File: src/sv/stick_channel_conditioner_unit_macros.svh
// assertion macros for the stick channel conditioner unit
// expects clk_i and rst_ni in the scope of every use
`ifndef STICK_CHANNEL_CONDITIONER_UNIT_MACROS_SVH
`define STICK_CHANNEL_CONDITIONER_UNIT_MACROS_SVH

// condition holds in the same cycle
`define SCC_ASSERT_NOW(lbl, ante, cons, msg) \
  lbl: assert property (@(posedge clk_i) disable iff (!rst_ni) (ante) |-> (cons)) \
    else $error(msg);

// condition holds in the next cycle
`define SCC_ASSERT_NEXT(lbl, ante, cons, msg) \
  lbl: assert property (@(posedge clk_i) disable iff (!rst_ni) (ante) |=> (cons)) \
    else $error(msg);

`endif

File: src/sv/scc_pkg.sv
// shared types and constants of the stick channel conditioner unit
// no dependencies
package scc_pkg;

  localparam int unsigned RAW_W     = 13;
  localparam int unsigned OUT_W     = 11;
  localparam int unsigned INV_W     = 10;
  localparam int unsigned CHAN_W    = 4;
  localparam int unsigned CFG_W     = 11;
  localparam int unsigned ANALOG_CH = 4;
  localparam int unsigned DIV_STEPS = OUT_W;

  // reciprocals for span / 3 and span / 5, exact for spans below 2^16
  localparam int unsigned RECIP_W   = 18;
  localparam logic [RECIP_W-1:0] RECIP3 = 18'd43691;
  localparam int unsigned        SHIFT3 = 17;
  localparam logic [RECIP_W-1:0] RECIP5 = 18'd52429;
  localparam int unsigned        SHIFT5 = 18;

  localparam logic [OUT_W-1:0] OUT_START_RST = 11'd1844;
  localparam logic [OUT_W-1:0] OUT_END_RST   = 11'd204;

  typedef enum logic [1:0] {
    CFG_FLY_MODE    = 2'd0,
    CFG_INVERT_MASK = 2'd1,
    CFG_OUT_START   = 2'd2,
    CFG_OUT_END     = 2'd3
  } cfg_idx_e;

  typedef enum logic [2:0] {
    ST_IDLE,
    ST_READ,
    ST_COND,
    ST_MUL,
    ST_DIV,
    ST_DONE
  } state_e;

endpackage

File: src/sv/stick_channel_conditioner_unit.sv
// stick channel conditioner: inversion, clamping, limit learning, zones and mapping
// depends on scc_pkg and stick_channel_conditioner_unit_macros.svh

// One request carries a channel, a raw sample and a learn flag; one result comes
// back per request. The per-channel min and max limits live in a small synchronous
// memory with valid bits, so an entry never written reads as its reset limits at
// once after reset. A request is read from memory, conditioned and written back
// (learning), then multiplied and divided by the span with an 11-step serial
// divider. The next request is accepted only after the current one has left
// the divider loop and reached the output register; a request for a channel out
// of range skips the divider. The finished result sits in an output register, so
// the next request is taken while it waits.
module stick_channel_conditioner_unit #(
  parameter int unsigned NUM_CHANNELS = 10,
  parameter int unsigned FULL_SCALE   = 4096
) (
  input  logic                      clk_i,
  input  logic                      rst_ni,
  // configuration writes
  input  logic                      cfg_we_i,
  input  scc_pkg::cfg_idx_e         cfg_idx_i,
  input  logic [scc_pkg::CFG_W-1:0] cfg_data_i,
  // request stream
  input  logic                      s_tvalid_i,
  output logic                      s_tready_o,
  input  logic [23:0]               s_tdata_i,   // channel[3:0], raw_sample[16:4], zero pad
  input  logic                      s_tuser_i,   // learn
  // result stream
  output logic                      m_tvalid_o,
  input  logic                      m_tready_i,
  output logic [23:0]               m_tdata_o,   // conditioned_value[12:0], mapped_value[23:13]
  output logic [4:0]                m_tuser_o    // mapped_valid, centered, low_zone,
                                                 // high_zone, limits_changed
);
  import scc_pkg::*;

  localparam int unsigned FS_W   = $clog2(FULL_SCALE + 1);
  localparam int unsigned LIM_W  = (FS_W > RAW_W) ? FS_W : RAW_W;
  localparam int unsigned CH_W   = (NUM_CHANNELS > 1) ? $clog2(NUM_CHANNELS) : 1;
  localparam int unsigned NUM_W  = LIM_W + OUT_W;
  localparam int unsigned PROD_W = LIM_W + RECIP_W;
  localparam int unsigned ZW     = LIM_W + 1;
  localparam logic [LIM_W-1:0] FS_VAL = LIM_W'(FULL_SCALE);
  localparam logic [LIM_W-1:0] SW_VAL = LIM_W'(1);

  // configuration registers
  logic             fly_q;
  logic [INV_W-1:0] inv_q;
  logic [OUT_W-1:0] ostart_q, oend_q;

  always_ff @(posedge clk_i or negedge rst_ni) begin
    if (!rst_ni) begin
      fly_q    <= 1'b0;
      inv_q    <= '0;
      ostart_q <= OUT_START_RST;
      oend_q   <= OUT_END_RST;
    end else if (cfg_we_i) begin
      unique case (cfg_idx_i)
        CFG_FLY_MODE:    fly_q    <= cfg_data_i[0];
        CFG_INVERT_MASK: inv_q    <= cfg_data_i[INV_W-1:0];
        CFG_OUT_START:   ostart_q <= cfg_data_i[OUT_W-1:0];
        CFG_OUT_END:     oend_q   <= cfg_data_i[OUT_W-1:0];
        default:         ;
      endcase
    end
  end

  // sequencer
  state_e state_q, state_d;
  logic   accept, mem_we, out_load, m_valid_q;
  logic   oor_q, learn_q;
  logic [3:0] cnt_q;

  assign s_tready_o = (state_q == ST_IDLE);
  assign accept     = s_tvalid_i && s_tready_o;

  always_comb begin
    state_d  = state_q;
    mem_we   = 1'b0;
    out_load = 1'b0;
    unique case (state_q)
      ST_IDLE: if (accept) state_d = ST_READ;
      ST_READ: state_d = ST_COND;
      ST_COND: begin
        mem_we  = learn_q && !oor_q;
        state_d = oor_q ? ST_DONE : ST_MUL;
      end
      ST_MUL:  state_d = ST_DIV;
      ST_DIV:  if (cnt_q == 4'(DIV_STEPS - 1)) state_d = ST_DONE;
      ST_DONE: begin
        if (!m_valid_q || m_tready_i) begin
          out_load = 1'b1;
          state_d  = ST_IDLE;
        end
      end
      default: state_d = ST_IDLE;
    endcase
  end

  always_ff @(posedge clk_i or negedge rst_ni) begin
    if (!rst_ni) begin
      state_q <= ST_IDLE;
    end else begin
      state_q <= state_d;
    end
  end

  // request capture
  logic [CHAN_W-1:0] ch_q;
  logic [RAW_W-1:0]  raw_q;
  logic              in_range;

  assign in_range = ({1'b0, s_tdata_i[CHAN_W-1:0]} < (CHAN_W + 1)'(NUM_CHANNELS));

  always_ff @(posedge clk_i) begin
    if (accept) begin
      ch_q    <= s_tdata_i[CHAN_W-1:0];
      raw_q   <= s_tdata_i[CHAN_W +: RAW_W];
      learn_q <= s_tuser_i;
      oor_q   <= !in_range;
    end
  end

  // limit memory, entry is {min, max}
  logic [2*LIM_W-1:0]      mem_q [NUM_CHANNELS];
  logic [NUM_CHANNELS-1:0] vld_q;
  logic [2*LIM_W-1:0]      rd_data_q;
  logic                    rd_vld_q;
  logic [LIM_W-1:0]        new_mn, new_mx;

  always_ff @(posedge clk_i) begin
    if (accept && in_range) begin
      rd_data_q <= mem_q[s_tdata_i[CH_W-1:0]];
    end
    if (mem_we) begin
      mem_q[ch_q[CH_W-1:0]] <= {new_mn, new_mx};
    end
  end

  always_ff @(posedge clk_i or negedge rst_ni) begin
    if (!rst_ni) begin
      vld_q    <= '0;
      rd_vld_q <= 1'b0;
    end else begin
      if (accept && in_range) rd_vld_q <= vld_q[s_tdata_i[CH_W-1:0]];
      if (mem_we) vld_q[ch_q[CH_W-1:0]] <= 1'b1;
    end
  end

  // conditioning
  logic [LIM_W-1:0] mn, mx, raw_x, inv_v, pre_v, v, span;
  logic             inv_bit, lower, upper;

  always_comb begin
    if (rd_vld_q) begin
      mn = rd_data_q[LIM_W +: LIM_W];
      mx = rd_data_q[LIM_W-1:0];
    end else begin
      mn = '0;
      mx = (ch_q < CHAN_W'(ANALOG_CH)) ? FS_VAL : SW_VAL;
    end
    raw_x   = LIM_W'(raw_q);
    inv_bit = (ch_q < CHAN_W'(INV_W)) ? inv_q[ch_q] : 1'b0;
    inv_v   = (raw_x > mx) ? mx : mx - raw_x;
    pre_v   = inv_bit ? inv_v : raw_x;
    priority if (mn > pre_v) v = mn;
    else if (mx < pre_v)     v = mx;
    else                     v = pre_v;
    span    = (mx > mn) ? mx - mn : '0;
    lower   = mn > raw_x;
    upper   = !lower && (mx < raw_x);
    new_mn  = lower ? raw_x : mn;
    new_mx  = upper ? raw_x : mx;
  end

  logic [LIM_W-1:0] v_q, mn_q, mx_q, span_q;
  logic             changed_q, neg_q;
  logic [OUT_W-1:0] diff_q;

  always_ff @(posedge clk_i) begin
    if (state_q == ST_COND) begin
      v_q       <= v;
      mn_q      <= mn;
      mx_q      <= mx;
      span_q    <= span;
      changed_q <= learn_q && (lower || upper);
      neg_q     <= oend_q < ostart_q;
      diff_q    <= (oend_q < ostart_q) ? ostart_q - oend_q : oend_q - ostart_q;
    end
  end

  // products: mapping numerator and reciprocal divisions of the span
  logic [NUM_W-1:0]  num;
  logic [PROD_W-1:0] p3, p5;
  logic [LIM_W-1:0]  d3_q, d5_q;

  assign num = NUM_W'(v_q - mn_q) * NUM_W'(diff_q);
  assign p3  = PROD_W'(span_q) * PROD_W'(RECIP3);
  assign p5  = PROD_W'(span_q) * PROD_W'(RECIP5);

  // serial divider, quotient is known to fit OUT_W bits
  logic [LIM_W-1:0] rem_q;
  logic [OUT_W-1:0] num_lo_q, quo_q;
  logic [LIM_W:0]   trial;
  logic             ge;

  assign trial = {rem_q, num_lo_q[OUT_W-1]};
  assign ge    = trial >= {1'b0, span_q};

  always_ff @(posedge clk_i) begin
    if (state_q == ST_MUL) begin
      rem_q    <= num[NUM_W-1:OUT_W];
      num_lo_q <= num[OUT_W-1:0];
      d3_q     <= p3[SHIFT3 +: LIM_W];
      d5_q     <= p5[SHIFT5 +: LIM_W];
      cnt_q    <= '0;
    end else if (state_q == ST_DIV) begin
      rem_q    <= ge ? LIM_W'(trial - {1'b0, span_q}) : trial[LIM_W-1:0];
      num_lo_q <= {num_lo_q[OUT_W-2:0], 1'b0};
      quo_q    <= {quo_q[OUT_W-2:0], ge};
      cnt_q    <= cnt_q + 4'd1;
    end
  end

  // zones and mapped value
  logic [ZW-1:0]    vz, mid, lo5, hi5, lo3, hi3;
  logic [OUT_W-1:0] mapped;
  logic             centered, low_zone, high_zone;

  always_comb begin
    vz        = ZW'(v_q);
    mid       = ZW'(mn_q) + ZW'(span_q >> 1);
    lo5       = mid - ZW'(d5_q);
    hi5       = mid + ZW'(d5_q);
    lo3       = ZW'(mn_q) + ZW'(d3_q);
    hi3       = ZW'(mx_q) - ZW'(d3_q);
    centered  = !(vz < lo5 || vz > hi5);
    low_zone  = vz < lo3;
    high_zone = vz > hi3;
    if (!fly_q)              mapped = '0;
    else if (span_q == '0)   mapped = ostart_q;
    else if (neg_q)          mapped = ostart_q - quo_q;
    else                     mapped = ostart_q + quo_q;
  end

  // output register
  logic [23:0] m_data_q;
  logic [4:0]  m_user_q;

  always_ff @(posedge clk_i) begin
    if (out_load) begin
      if (oor_q) begin
        m_data_q <= '0;
        m_user_q <= '0;
      end else begin
        m_data_q <= {mapped, v_q[RAW_W-1:0]};
        m_user_q <= {changed_q, high_zone, low_zone, centered, fly_q};
      end
    end
  end

  always_ff @(posedge clk_i or negedge rst_ni) begin
    if (!rst_ni) begin
      m_valid_q <= 1'b0;
    end else if (out_load) begin
      m_valid_q <= 1'b1;
    end else if (m_tready_i) begin
      m_valid_q <= 1'b0;
    end
  end

  assign m_tvalid_o = m_valid_q;
  assign m_tdata_o  = m_data_q;
  assign m_tuser_o  = m_user_q;

  `include "stick_channel_conditioner_unit_macros.svh"

  `SCC_ASSERT_NEXT(a_accept_reads, accept, state_q == ST_READ, "request not followed by read")
  `SCC_ASSERT_NOW(a_load_free, out_load, !m_valid_q || m_tready_i, "result register overwritten")
  `SCC_ASSERT_NOW(a_div_bound, state_q == ST_DIV, cnt_q < 4'(DIV_STEPS), "divider overran")
  `SCC_ASSERT_NOW(a_we_cond, mem_we, state_q == ST_COND && !oor_q, "stray limit write")
  `SCC_ASSERT_NOW(a_map_zero, m_valid_q && !m_user_q[0], m_data_q[23:13] == '0,
                  "mapped without fly")

endmodule
File: config.mk
export PLATFORM = sky130hd
export DESIGN_NAME = stick_channel_conditioner_unit
export DESIGN_NICKNAME = d
export VERILOG_FILES = /design/src/sv/scc_pkg.sv /design/src/sv/stick_channel_conditioner_unit.sv
export VERILOG_INCLUDE_DIRS = /design/src /design/src/sv
export SDC_FILE = /design/constraint.sdc
export NUM_CORES = 2
export LEC_CHECK = 0
export BUFFER_PORTS_ARGS = -buffer_cell sky130_fd_sc_hd__buf_2
export CAP_MARGIN = 10
export CORE_UTILIZATION = 35
export DETAILED_ROUTE_END_ITERATION = 6
export PLACE_DENSITY = 0.62
export SLEW_MARGIN = 0
export SYNTH_ARGS = -nofsm -noshare
export SYNTH_HDL_FRONTEND = slang
export SYNTH_SLANG_ARGS = --single-unit
File: constraint.sdc
create_clock -name clk_i -period 11.8 [get_ports clk_i]
set_input_delay 2.36 -clock clk_i [delete_from_list [all_inputs] [get_ports clk_i]]
set_output_delay 2.36 -clock clk_i [all_outputs]
set_load 0.02 [all_outputs]
==> results.cfg <==
[outcome]
outcome = finished, violations left
violations = DRC

[clock_network]
ctsLongestPathBuffers = 3
cts_sinks = 509
cts_root_buf = clkbuf_16
postCtsSetupBuffers = 0
hold_buffers = 0
cts.repair.resized = 0
tritoncts = done
path_clk_slew_ns = 0.07
cts_buffers = 52
cts_max_level = 2
insertion_delay_ns = 0.64

[logic_synthesis]
avgSynthCellArea_um2 = 11.28
yosysUniqueCellTypes = 77
yosysSeqAreaShare = 0.3849
synth_top_area_frac = 0.3517
synthesis.nets = 4183
synth_seq_cells = 509
yosysWarnings = 0
synthTopCellsByArea = edfxtp_1 (35%), ha_1 (14%), fa_1 (13%), inv_1 (5.0%), mux4_2 (3.2%)
netlist_instances = 3458
synth_area_um2 = 39020
synthFlopType = edfxtp_1
synth_commonest_cells = inv_1 (516), edfxtp_1 (457), ha_1 (437)
synth_edf_count = 457
yosysTopAreaCell = edfxtp_1
ys_async_sr_fraction = 0.09430
synthMostInstantiatedCell = inv_1

[worst_setup_path]
cp.required_ns = 12.16
cp_max_fo = 11
crit_slowest_cell = xnor2_1
cp-end-kind = register
cpMostUsedCell = fa_1
cp.arrival_ns = 8.61
setup.worst_path.class = register to register
slowest_delay_ns = 0.75
start_kind = register
reg2reg_slack_ns = 3.55

[global_route]
grt_max_degree = 66
met2_usage = 0.2821
grt_pass1_wl_mm = 144.6
antenna_found_initial = 1
grt_use_total = 0.1638
top_usage_layer = met2
met1_usage = 0.2202
gr-total-overflow = 0
grt_pass1_vias = 25710
use_met3 = 0.01863

[placement]
routabilityCongestion = 0.8717
dp_hpwl_mm = 68.94
portBuffers = 66
pre_cts_slack_ns = 3.487

[sta]
final.setup.tns_ns = 0
hold_violations = 0
min_period_over_period = 0.6993
fin_skew_ns = 0.05760
finalCriticalPeriod_ns = 8.252
worstMarginPinSlew_ns = 1.202
setup-violations-final = 0
max_freq_mhz = 121.2
maxSlewViolCount = 0
rsz0062_at_grt = no
max_slew_margin = 0.1902
fin_ws_ns = 3.548

[route]
drt-total-wl_mm = 91.51
drtIter0Drc = 1411
ant_nets = 0
routedWlPerCell_um = 18.15
drtPass1Iterations = 7
vias = 25310
drc = 2
viasPerCell = 5.021

[flow_run]
drv_cap = 0

[floorplanning]
io_pins = 74
die_y_um = 335.9
floorplan.core_area_um2 = 110700
die_w_um = 335.9
initial_core_util = 0.3526
num_rows = 122
die-area_um2 = 112800

[final_layout]
antennaDiodeCount = 0
nets = 4234
drive_gt1_frac = 0.1016
area_growth_pct = 10.03
n_fill_cell = 10590

[hold_path]
min_path_type = register to register
[metrics by stage]
stage | instances | utilization | hold WS (ns) | cell area (um2)
after CTS | 5041 | 0.3879 | 0.4627 | 42930
after global routing | 5041 | 0.3879 | 0.4694 | 42930
after floorplan | 3458 | - | 0.4308 | 39020
after detailed placement | 4943 | 0.3719 | 0.4478 | 41160
after global placement | 4943 | 0.3719 | 0.4455 | 41160
final | 5041 | 0.3879 | 0.4608 | 42930
[layout by cell type (no fill, tap or decap), types with 61 or more instances in the layout]
cell	count
buf_2	65
fa_1	245
o21ai_0	115
nor2_1	134
nor2b_1	83
ha_1	437
inv_1	516
xnor2_1	115
edfxtp_1	457
nand2_1	237
a21oi_1	162
mux2i_1	61
[state kept, by name, summed over array words and instances (netlist names), 11 cells and up]
register and cells:
oend_q 11, mn_q 13, diff_q 11, quo_q 11
v_q 13, rd_data_q 26, span_q 13, m_tdata_o 24
num_lo_q 11, d3_q 12, mx_q 13, rem_q 13
ostart_q 11, mem_q 260, raw_q 13, d5_q 11
[worst max-delay path, delay by kind of cell (launching register included)]
| family | cells | cell delay, ns |
|---|---|---|
| adders and majority gates | 8 | 3.52 |
| AOI/OAI and AO/OA | 9 | 1.64 |
| xor gates and xnor gates | 3 | 1.09 |
| and+or+nand+nor | 4 | 0.96 |
| DFF | 1 | 0.34 |
| buffers and inverters | 4 | 0.31 |
| muxes | 1 | 0.09 |
[final timing paths]
path	from	to	depth (start not counted)
worst max-delay path	v_q[0]	rem_q[12]	29
worst max register to register	v_q[0]	rem_q[12]	29
worst min register to register	vld_q[6]	vld_q[6]	1
max in group asynchronous	rst_ni	ostart_q[3]	2
min in group asynchronous	rst_ni	inv_q[9]	2
worst min-delay path	vld_q[6]	vld_q[6]	1
[metal layers]
| layer | vias to the layer above | share of wire | wire length, um |
|---|---|---|---|
| met2 | 468 | 0.48 | 44290 |
| li1 | 12170 | - | - |
| met1 | 12570 | 0.46 | 41790 |
| met3 | 109 | 0.039 | 3558 |
| met4 | 2 | 0.020 | 1858 |
| met5 | - | 0.00014 | 13 |
[area by class of cell]
| type | instances | area [um2] | area share |
|---|---|---|---|
| multi-input cells | 2332 | 21770 | 0.5071 |
| flip-flops and latches | 509 | 15020 | 0.3498 |
| inverters | 516 | 1937 | 0.04511 |
| well taps | 1488 | 1862 | 0.04337 |
| clock buffers | 66 | 1415 | 0.03296 |
| repair buffers | 98 | 573.1 | 0.01335 |
| clock inverters | 32 | 356.6 | 0.008306 |
[cells by family (layout without fill, tap and decap cells)]
group,after synthesis,in the layout,share of synthesized area
xor+xnor,159,159,0.03569
simple gates,747,747,0.09440
compound gates,568,568,0.09447
buf+inv,617,712,0.05977
mux,176,176,0.06500
flops,509,509,0.3849
fa+ha+maj,682,682,0.2658
Power is left out: the tool's default activity adds up to more than one toggle a clock period on the data nets, which glitch-free logic cannot reach.
